[src/rtl/assert_macros.svh]
// Assertion helpers; every use samples on clk_i and is off during reset.
`ifndef ASSERT_MACROS_SVH
`define ASSERT_MACROS_SVH

`define TMAC_ASSERT(lbl, prop, msg) \
  lbl: assert property (@(posedge clk_i) disable iff (!rst_ni) prop) \
    else $error(msg);

`define TMAC_ASSERT_IMPL(lbl, pre, post, msg) \
  `TMAC_ASSERT(lbl, (pre) |-> (post), msg)

`define TMAC_ASSERT_NEXT(lbl, pre, post, msg) \
  `TMAC_ASSERT(lbl, (pre) |=> (post), msg)

`endif

[src/rtl/tmac_pkg.sv]
package tmac_pkg;

  // result word: unsigned Q1.16 with room for 1.0
  localparam int unsigned CosW     = 17;
  localparam int unsigned RootBits = 17;
  localparam logic [CosW-1:0] OneQ16 = 17'd65536;
  localparam logic [4:0]      RootTop = 5'd16;

endpackage

[src/rtl/triangle_max_angle_cosine.sv]
// Largest absolute corner cosine over a group of triangles. Each input word
// carries one triangle (three signed vertices, COORD_BITS per coordinate) and
// a group_end flag; a result word (unsigned Q1.16, 65536 = 1.0) comes out only
// on the word marked group_end, after which the running maximum clears. A
// corner with a zero-length edge is skipped; a group with no usable corner
// gives 0. For each triangle the back end runs the three squared edge lengths
// and three dot products through the shared multiplier, then for each corner a
// check, the partial products for the wide norm product and dot square, and 17
// steps of the bit-serial root search; a skipped corner ends at its check. A
// two-word queue sits between the edge front end and the back end, and the
// result register frees the back end to start the next triangle while a word
// waits downstream.
module triangle_max_angle_cosine #(
  parameter int unsigned COORD_BITS = 16
) (
  input  logic                          clk_i,
  input  logic                          rst_ni,
  input  logic signed [COORD_BITS-1:0]  ax_i,
  input  logic signed [COORD_BITS-1:0]  ay_i,
  input  logic signed [COORD_BITS-1:0]  az_i,
  input  logic signed [COORD_BITS-1:0]  bx_i,
  input  logic signed [COORD_BITS-1:0]  by_i,
  input  logic signed [COORD_BITS-1:0]  bz_i,
  input  logic signed [COORD_BITS-1:0]  cx_i,
  input  logic signed [COORD_BITS-1:0]  cy_i,
  input  logic signed [COORD_BITS-1:0]  cz_i,
  input  logic                          group_end_i,
  input  logic                          in_valid_i,
  output logic                          in_stall_o,
  output logic                          out_valid_o,
  input  logic                          out_stall_i,
  output logic [tmac_pkg::CosW-1:0]     max_cosine_o
);

  // edge word: nine (COORD_BITS+1)-bit components plus group_end
  localparam int unsigned QWidth = 9 * (COORD_BITS + 1) + 1;

  logic              full, push, q_valid, q_pop;
  logic [QWidth-1:0] f_data, q_data;

  tmac_front #(.CoordBits(COORD_BITS)) u_front (
    .ax_i, .ay_i, .az_i, .bx_i, .by_i, .bz_i, .cx_i, .cy_i, .cz_i,
    .group_end_i,
    .in_valid_i,
    .in_stall_o,
    .full_i (full),
    .push_o (push),
    .data_o (f_data)
  );

  tmac_queue #(.Width(QWidth)) u_queue (
    .clk_i,
    .rst_ni,
    .push_i  (push),
    .data_i  (f_data),
    .full_o  (full),
    .valid_o (q_valid),
    .pop_i   (q_pop),
    .data_o  (q_data)
  );

  tmac_back #(.CoordBits(COORD_BITS)) u_back (
    .clk_i,
    .rst_ni,
    .q_valid_i (q_valid),
    .q_data_i  (q_data),
    .q_pop_o   (q_pop),
    .out_valid_o,
    .out_stall_i,
    .max_cosine_o
  );

endmodule

[src/rtl/tmac_front.sv]
module tmac_front #(
  parameter int unsigned CoordBits = 16
) (
  input  logic signed [CoordBits-1:0] ax_i,
  input  logic signed [CoordBits-1:0] ay_i,
  input  logic signed [CoordBits-1:0] az_i,
  input  logic signed [CoordBits-1:0] bx_i,
  input  logic signed [CoordBits-1:0] by_i,
  input  logic signed [CoordBits-1:0] bz_i,
  input  logic signed [CoordBits-1:0] cx_i,
  input  logic signed [CoordBits-1:0] cy_i,
  input  logic signed [CoordBits-1:0] cz_i,
  input  logic                        group_end_i,
  input  logic                        in_valid_i,
  output logic                        in_stall_o,
  input  logic                        full_i,
  output logic                        push_o,
  output logic [9*(CoordBits+1):0]    data_o
);

  localparam int unsigned E = CoordBits + 1;

  logic signed [E-1:0] l1x, l1y, l1z, l2x, l2y, l2z, l3x, l3y, l3z;

  // edge vectors l1 = B - A, l2 = C - B, l3 = A - C
  assign l1x = E'(bx_i) - E'(ax_i);
  assign l1y = E'(by_i) - E'(ay_i);
  assign l1z = E'(bz_i) - E'(az_i);
  assign l2x = E'(cx_i) - E'(bx_i);
  assign l2y = E'(cy_i) - E'(by_i);
  assign l2z = E'(cz_i) - E'(bz_i);
  assign l3x = E'(ax_i) - E'(cx_i);
  assign l3y = E'(ay_i) - E'(cy_i);
  assign l3z = E'(az_i) - E'(cz_i);

  assign data_o = {group_end_i, l3z, l3y, l3x, l2z, l2y, l2x, l1z, l1y, l1x};

  assign in_stall_o = full_i;
  assign push_o     = in_valid_i & ~full_i;

endmodule

[src/rtl/tmac_queue.sv]
module tmac_queue #(
  parameter int unsigned Width = 8
) (
  input  logic             clk_i,
  input  logic             rst_ni,
  input  logic             push_i,
  input  logic [Width-1:0] data_i,
  output logic             full_o,
  output logic             valid_o,
  input  logic             pop_i,
  output logic [Width-1:0] data_o
);

  logic [Width-1:0] mem_q [2];
  logic             wr_q, rd_q;
  logic [1:0]       cnt_q;

  always_ff @(posedge clk_i or negedge rst_ni) begin
    if (!rst_ni) begin
      wr_q  <= 1'b0;
      rd_q  <= 1'b0;
      cnt_q <= 2'd0;
    end else begin
      if (push_i) wr_q <= ~wr_q;
      if (pop_i)  rd_q <= ~rd_q;
      cnt_q <= cnt_q + {1'b0, push_i} - {1'b0, pop_i};
    end
  end

  always_ff @(posedge clk_i) begin
    if (push_i) mem_q[wr_q] <= data_i;
  end

  assign full_o  = cnt_q == 2'd2;
  assign valid_o = cnt_q != 2'd0;
  assign data_o  = mem_q[rd_q];

endmodule

[src/rtl/tmac_back.sv]
`include "assert_macros.svh"

module tmac_back #(
  parameter int unsigned CoordBits = 16
) (
  input  logic                         clk_i,
  input  logic                         rst_ni,
  input  logic                         q_valid_i,
  input  logic [9*(CoordBits+1):0]     q_data_i,
  output logic                         q_pop_o,
  output logic                         out_valid_o,
  input  logic                         out_stall_i,
  output logic [tmac_pkg::CosW-1:0]    max_cosine_o
);

  localparam int unsigned E  = CoordBits + 1;
  localparam int unsigned H  = E + 1;
  localparam int unsigned SW = 2 * H;
  localparam int unsigned DW = 4 * H;
  localparam int unsigned NW = DW + 36;
  localparam int unsigned QW = DW + 17;
  localparam int unsigned CW = tmac_pkg::CosW;

  localparam logic [2:0] StIdle  = 3'd0;
  localparam logic [2:0] StMul   = 3'd1;
  localparam logic [2:0] StCheck = 3'd2;
  localparam logic [2:0] StDen   = 3'd3;
  localparam logic [2:0] StNum   = 3'd4;
  localparam logic [2:0] StRoot  = 3'd5;
  localparam logic [2:0] StDone  = 3'd6;

  logic [2:0]   state_q, state_d;
  logic [2:0]   grp_q, grp_d;
  logic [1:0]   cmp_q, cmp_d;
  logic [1:0]   pp_q, pp_d;
  logic [1:0]   corner_q, corner_d;
  logic [4:0]   bit_q, bit_d;
  logic         gend_q;
  logic signed [E-1:0]  edge_q [9];
  logic signed [SW-1:0] s_q [6];
  logic [DW-1:0] den_q, sq_q;
  logic [NW-1:0] p_q;
  logic [QW-1:0] qd_q;
  logic [tmac_pkg::RootBits-1:0] root_q;
  logic [CW-1:0] run_max_q, max_cos_q;
  logic          out_valid_q;

  // operand selection
  logic [1:0] ia, ib;
  logic [3:0] ea_idx, eb_idx;
  logic [2:0] nu_idx, nv_idx, dot_idx;
  logic [SW-1:0] nu, nv, adot, xw, yw;
  logic [H-1:0]  xh, yh;
  logic signed [H:0]     mul_a, mul_b;
  logic signed [2*H+1:0] prod;
  logic [DW-1:0] pp_ext, pp_sh;

  // root step
  logic [NW-1:0] num_w, cand;
  logic          take, out_free;
  logic [tmac_pkg::RootBits-1:0] root_try, root_fin;
  logic [CW-1:0] root_sat;

  always_comb begin
    unique case (grp_q)
      3'd0:    begin ia = 2'd0; ib = 2'd0; end
      3'd1:    begin ia = 2'd1; ib = 2'd1; end
      3'd2:    begin ia = 2'd2; ib = 2'd2; end
      3'd3:    begin ia = 2'd0; ib = 2'd2; end
      3'd4:    begin ia = 2'd0; ib = 2'd1; end
      default: begin ia = 2'd1; ib = 2'd2; end
    endcase
    // corner A: l1,l3; B: l1,l2; C: l2,l3
    unique case (corner_q)
      2'd0:    begin nu_idx = 3'd0; nv_idx = 3'd2; dot_idx = 3'd3; end
      2'd1:    begin nu_idx = 3'd0; nv_idx = 3'd1; dot_idx = 3'd4; end
      default: begin nu_idx = 3'd1; nv_idx = 3'd2; dot_idx = 3'd5; end
    endcase
  end

  assign ea_idx = ({2'b0, ia} * 4'd3) + {2'b0, cmp_q};
  assign eb_idx = ({2'b0, ib} * 4'd3) + {2'b0, cmp_q};
  assign nu     = s_q[nu_idx];
  assign nv     = s_q[nv_idx];
  assign adot   = s_q[dot_idx][SW-1] ? SW'(-s_q[dot_idx]) : s_q[dot_idx];
  assign xw     = (state_q == StNum) ? adot : nu;
  assign yw     = (state_q == StNum) ? adot : nv;
  assign xh     = pp_q[0] ? xw[SW-1:H] : xw[H-1:0];
  assign yh     = pp_q[1] ? yw[SW-1:H] : yw[H-1:0];

  always_comb begin
    if (state_q == StMul) begin
      mul_a = {{2{edge_q[ea_idx][E-1]}}, edge_q[ea_idx]};
      mul_b = {{2{edge_q[eb_idx][E-1]}}, edge_q[eb_idx]};
    end else begin
      mul_a = {1'b0, xh};
      mul_b = {1'b0, yh};
    end
  end

  assign prod   = mul_a * mul_b;
  assign pp_ext = DW'(prod[SW-1:0]);

  always_comb begin
    case ({1'b0, pp_q[0]} + {1'b0, pp_q[1]})
      2'd0:    pp_sh = pp_ext;
      2'd1:    pp_sh = pp_ext << H;
      default: pp_sh = pp_ext << (2 * H);
    endcase
  end

  // try next bit: (q + 2^b)^2 * den = P + (q*den) << (b+1) + den << 2b
  assign num_w    = {4'b0, sq_q, 32'b0};
  assign cand     = p_q + (NW'(qd_q) << (bit_q + 5'd1)) + (NW'(den_q) << {bit_q, 1'b0});
  assign take     = cand <= num_w;
  assign root_try = root_q | (tmac_pkg::RootBits'(1) << bit_q);
  assign root_fin = take ? root_try : root_q;
  assign root_sat = (root_fin > tmac_pkg::OneQ16) ? tmac_pkg::OneQ16 : root_fin;
  assign out_free = ~out_valid_q | ~out_stall_i;

  assign q_pop_o = (state_q == StIdle) & q_valid_i;

  always_comb begin
    state_d  = state_q;
    grp_d    = grp_q;
    cmp_d    = cmp_q;
    pp_d     = pp_q;
    corner_d = corner_q;
    bit_d    = bit_q;
    unique case (state_q)
      StIdle: begin
        if (q_valid_i) begin
          grp_d   = 3'd0;
          cmp_d   = 2'd0;
          state_d = StMul;
        end
      end
      StMul: begin
        if (cmp_q == 2'd2) begin
          cmp_d = 2'd0;
          grp_d = grp_q + 3'd1;
          if (grp_q == 3'd5) begin
            corner_d = 2'd0;
            state_d  = StCheck;
          end
        end else begin
          cmp_d = cmp_q + 2'd1;
        end
      end
      StCheck: begin
        if (nu == '0 || nv == '0) begin
          if (corner_q == 2'd2) state_d = StDone;
          else corner_d = corner_q + 2'd1;
        end else begin
          pp_d    = 2'd0;
          state_d = StDen;
        end
      end
      StDen: begin
        pp_d = pp_q + 2'd1;
        if (pp_q == 2'd3) state_d = StNum;
      end
      StNum: begin
        pp_d = pp_q + 2'd1;
        if (pp_q == 2'd3) begin
          bit_d   = tmac_pkg::RootTop;
          state_d = StRoot;
        end
      end
      StRoot: begin
        if (bit_q == 5'd0) begin
          if (corner_q == 2'd2) begin
            state_d = StDone;
          end else begin
            corner_d = corner_q + 2'd1;
            state_d  = StCheck;
          end
        end else begin
          bit_d = bit_q - 5'd1;
        end
      end
      StDone: begin
        if (!gend_q || out_free) state_d = StIdle;
      end
      default: state_d = StIdle;
    endcase
  end

  always_ff @(posedge clk_i or negedge rst_ni) begin
    if (!rst_ni) begin
      state_q     <= StIdle;
      grp_q       <= 3'd0;
      cmp_q       <= 2'd0;
      pp_q        <= 2'd0;
      corner_q    <= 2'd0;
      bit_q       <= 5'd0;
      run_max_q   <= '0;
      out_valid_q <= 1'b0;
    end else begin
      state_q  <= state_d;
      grp_q    <= grp_d;
      cmp_q    <= cmp_d;
      pp_q     <= pp_d;
      corner_q <= corner_d;
      bit_q    <= bit_d;
      if (state_q == StRoot && bit_q == 5'd0 && root_sat > run_max_q) run_max_q <= root_sat;
      if (state_q == StDone && gend_q && out_free) begin
        out_valid_q <= 1'b1;
        run_max_q   <= '0;
      end else if (out_valid_q && !out_stall_i) begin
        out_valid_q <= 1'b0;
      end
    end
  end

  always_ff @(posedge clk_i) begin
    if (q_pop_o) begin
      for (int k = 0; k < 9; k++) edge_q[k] <= q_data_i[k*E +: E];
      gend_q <= q_data_i[9*E];
    end
    if (state_q == StMul) begin
      s_q[grp_q] <= (cmp_q == 2'd0) ? prod[SW-1:0] : s_q[grp_q] + prod[SW-1:0];
    end
    if (state_q == StDen) den_q <= (pp_q == 2'd0) ? pp_sh : den_q + pp_sh;
    if (state_q == StNum) sq_q  <= (pp_q == 2'd0) ? pp_sh : sq_q + pp_sh;
    if (state_q == StNum && pp_q == 2'd3) begin
      p_q    <= '0;
      qd_q   <= '0;
      root_q <= '0;
    end
    if (state_q == StRoot && take) begin
      p_q    <= cand;
      qd_q   <= qd_q + (QW'(den_q) << bit_q);
      root_q <= root_try;
    end
    if (state_q == StDone && gend_q && out_free) max_cos_q <= run_max_q;
  end

  assign out_valid_o  = out_valid_q;
  assign max_cosine_o = max_cos_q;

  `TMAC_ASSERT_NEXT(a_pop_starts, q_pop_o, state_q == StMul, "pop did not start a triangle")
  `TMAC_ASSERT_NEXT(a_root_ends, state_q == StRoot && bit_q == 5'd0,
                    state_q == StCheck || state_q == StDone, "root loop overran")
  `TMAC_ASSERT_IMPL(a_word_src, $rose(out_valid_q), $past(state_q) == StDone,
                    "result word without finished group")
  `TMAC_ASSERT_IMPL(a_word_range, out_valid_q, max_cos_q <= tmac_pkg::OneQ16,
                    "result above 1.0")

endmodule

[config.mk]
export PLATFORM = sky130hd
export DESIGN_NAME = triangle_max_angle_cosine
export DESIGN_NICKNAME = d
export VERILOG_FILES = /design/src/rtl/tmac_pkg.sv /design/src/rtl/triangle_max_angle_cosine.sv /design/src/rtl/tmac_front.sv /design/src/rtl/tmac_queue.sv /design/src/rtl/tmac_back.sv
export VERILOG_INCLUDE_DIRS = /design/src /design/src/rtl
export SDC_FILE = /design/constraint.sdc
export NUM_CORES = 2
export LEC_CHECK = 0
export BUFFER_PORTS_ARGS = -buffer_cell sky130_fd_sc_hd__buf_2
export CORE_ASPECT_RATIO = 1.4
export CORE_MARGIN = 4
export CORE_UTILIZATION = 25
export DETAILED_ROUTE_END_ITERATION = 8
export HOLD_SLACK_MARGIN = 0.06
export PLACE_DENSITY = 0.4
export SYNTH_ARGS = -nofsm -noshare
export SYNTH_HDL_FRONTEND = slang
export SYNTH_SLANG_ARGS = --single-unit
export TNS_END_PERCENT = 5
[constraint.sdc]
create_clock -name clk_i -period 14 [get_ports clk_i]
set_input_delay 2.1 -clock clk_i [delete_from_list [all_inputs] [get_ports clk_i]]
set_output_delay 2.1 -clock clk_i [all_outputs]
set_load 0.03 [all_outputs]
==> metrics.md <==
| Metric | Value |
|---|---|
| Status | `finished, final reports clean` |
| Routed length on met3 | `15400 um` |
| Routed WL per cell | `26.4 um` |
| Post-Syn Area | `105000 um2` |
| First-pass GRT wire length | `684000 um` |
| Relative slew slack | `18.7%` |
| Clock Skews | `0.110 ns` |
| Core area | `418000 um2` |
| Synth unique cells | `102` |
| Crit path buffers/inverters | `16` |
| Die Area | `430000 um2` |
| Routed wl met2 | `254000 um` |
| GPL Wtd Cong | `0.976` |
| Max cap viols | `0` |
| HPWL after DPL | `401000 um` |
| Fmax | `73.1 MHz` |
| Count of final max-slew check failures | `0` |
| Worst path slowest cell | `or4_1` |
| Vias | `91600` |
| Final std cells w/o fill | `18300` |
| Final setup fails | `0` |
| CTS H-tree lvls | `4` |
| Worst setup EP type | `flip-flop` |
| Gr usage total | `21.7%` |
| Starting density of the core | `25.1%` |
| Post-Synthesis Cells | `11000` |
| DR iter-0 viols | `6260` |
| DIE HEIGHT | `774 um` |
| Reg-to-reg endpoint | `u_back.run_max_q[13]$_DFFE_PN0P_` |
| Fillers | `43700` |
| Routed Antenna Nets | `0` |
| WP data arrival | `14.49 ns` |
| Area Growth Syn to Fin | `25.3%` |
| Most frequent cells in the layout | `buf_4 (1800), nor2_1 (1084), edfxtp_1 (1053)` |
| WL final | `482000 um` |
| Primary FF master, synth | `edfxtp_1` |
| Worst Path Required | `14.80 ns` |
| Largest net degree at the start of global routing | `157` |
| Sequential element share of the synthesized area | `31.1%` |
| Row cnt | `281` |
| Hold Crit Class | `flip-flop to flip-flop` |
| Final hold vios | `0` |
| Initial antenna violation count | `15` |
| Startpoint types | `flip-flop` |
| Clock latency on the worst-skew pair | `0.87 ns` |
| Worst-Margin Slew | `1.22 ns` |
| Vias/cell | `5.01` |
| Crit-path leading delay family | `compound AO/OA/AOI/OAI gates` |
| Reg2reg start | `u_back.bit_q[1]$_DFFE_PN0P_` |
| CTS Buffer Depth | `4` |
| Crit-path max FO | `13` |
| Number of flops mapped to enable cells by yosys | `1053` |
| Clock Tree Root | `clkbuf_16` |
| CP Depth | `63` |
| Crit path largest cell delay | `0.58 ns` |
| CP endpoint | `u_back.run_max_q[13]$_DFFE_PN0P_` |
| CTS tree | `done` |
| Placed cells | `18000` |
| Reg clk slew, reported paths | `0.06 ns` |
| Async SR Flop Fraction | `3.57%` |
| Chip Width | `555 um` |
| Share of the synthesized area in the top cell type | `30.2%` |
| Clock buffer count from CTS | `139` |
| CP Launch Point | `u_back.bit_q[1]$_DFFE_PN0P_` |
| Worst R2R Path Depth | `63` |
| Vias in the first global route | `97500` |
| Mean Syn Cell Area | `9.53 um2` |
| Synth top area cells | `edfxtp_1 (30%), fa_1 (9.1%), ha_1 (8.8%), mux4_2 (5.3%), mux2i_1 (4.4%)` |
| I/O Pins | `168` |
| Grt total ovfl | `0` |
| Layout cells sized above 1 | `24.1%` |
| Most common cell after layout, fill and taps aside | `buf_4` |
| Total Nets Final | `14000` |
| CTS Hold Bufs | `0` |
| Post-synth top area cell | `edfxtp_1` |
| Top sig layer | `met5` |
| RSZ-0062 raised after global routing | `true` |
| Hold Path Depth | `0` |
| Port bufs | `167` |
| Met1 WL | `173000 um` |
| Synth warn | `0` |
| # DRC | `0` |
| Minimum clock period | `13.68 ns` |
| Synthesized flop and latch total | `1092` |
| Number of detailed-route iterations in the first pass | `6` |
| Setup Crit Path Kind | `flip-flop to flip-flop` |
| Cell mode on critical path | `buf_4` |
| Period utilization | `97.7%` |
| Clk sinks | `1092` |
| Internal reg-to-reg setup slack | `0.32 ns` |
[synth_stat cells, types with 284 or more instances]
library cell,instances
a21o_1,295
a21oi_1,677
clkbuf_1,383
edfxtp_1,1053
fa_1,478
ha_1,738
inv_1,983
mux2_2,284
mux2i_1,459
nand2_1,1041
nor2_1,1104
o21ai_0,727
[layer usage]
metal | vias up | track usage (%)
li1 | 42600 | -
met1 | 45600 | 22.6
met2 | 2461 | 41.1
met3 | 954 | 2.12
met4 | 2 | 14.4
met5 | - | 0
[state kept, by name, summed over array words and instances, names as in the netlist]
signal,flops
u_back.bit_q,5
u_back.cmp_q,2
u_back.corner_q,2
u_back.den_q,72
u_back.edge_q,153
u_back.gend_q,1
u_back.grp_q,3
u_back.max_cosine_o,17
u_back.out_valid_o,1
u_back.p_q,108
u_back.pp_q,2
u_back.qd_q,89
u_back.root_q,17
u_back.run_max_q,17
u_back.s_q,216
u_back.sq_q,72
u_back.state_q,3
u_queue.cnt_q,2
u_queue.mem_q,308
u_queue.rd_q,1
u_queue.wr_q,1
[through the flow]
stage / setup TNS (ns) / hold slack [ns] / worst slack (ns) / instance area (um2) / util [%]
global placement: -24.67 / 0.473 / -1.11 / 125000 / 30.0
detailed placement: -23.70 / 0.473 / -1.13 / 125000 / 30.0
CTS: 0 / 0.496 / 0.00549 / 130000 / 31.2
finish: 0 / 0.495 / 0.315 / 131000 / 31.4
global route: -0.332 / 0.503 / -0.102 / 131000 / 31.4
floorplan: 0 / 0.425 / 0.104 / 105000 / -
[area by class of cell]
| cell class | count | area, um2 | share of cell area [%] |
|---|---|---|---|
| clock inverters | 83 | 818 | 0.623 |
| clock buffers | 165 | 3690 | 2.81 |
| repair buffers | 2055 | 16000 | 12.2 |
| well taps | 5518 | 6900 | 5.26 |
| flip-flops and latches | 1092 | 32600 | 24.9 |
| inverters | 991 | 3730 | 2.84 |
| diodes | 10 | 25.0 | 0.0191 |
| multi-input cells | 8375 | 67400 | 51.4 |
[logic make-up (layout without fill, tap and decap cells)]
kind of cell	Yosys count	in the layout	synth area share (%)
AO/OA/AOI/OAI	2585	2585	15.4
AND/OR/NAND/NOR	3120	3120	13.3
multiplexers	988	988	12.7
buffers and inverters	1527	3294	5.61
other	1	14	0.00358
adder cells (fa/ha/maj)	1216	1216	17.9
XOR/XNOR	462	462	3.86
flip-flops	1092	1092	31.1
[worst min-delay path by stage]
| stage | from | end | slack (ns) |
|---|---|---|---|
| after floorplan | u_back.run_max_q[16]$_DFFE_PN0P_ | u_back.max_cosine_o[16]$_DFFE_PP_ | 0.42 |
| after global routing | u_back.run_max_q[14]$_DFFE_PN0P_ | u_back.max_cosine_o[14]$_DFFE_PP_ | 0.50 |
| after CTS | u_back.run_max_q[14]$_DFFE_PN0P_ | u_back.max_cosine_o[14]$_DFFE_PP_ | 0.50 |
| final | u_back.run_max_q[14]$_DFFE_PN0P_ | u_back.max_cosine_o[14]$_DFFE_PP_ | 0.50 |
| after global placement | u_back.run_max_q[10]$_DFFE_PN0P_ | u_back.max_cosine_o[10]$_DFFE_PP_ | 0.47 |
| after detailed placement | u_back.run_max_q[10]$_DFFE_PN0P_ | u_back.max_cosine_o[10]$_DFFE_PP_ | 0.47 |
[repair_timing]
item                       CTS  global route
resized for setup           69           157
setup buffers               10            24
gates cloned                 1             3
pin swaps                   20            52
setup endpoints to repair   52            80
Power is not shown: default switching activity piles up to over one toggle a cycle in this logic, so the estimate is an artifact.
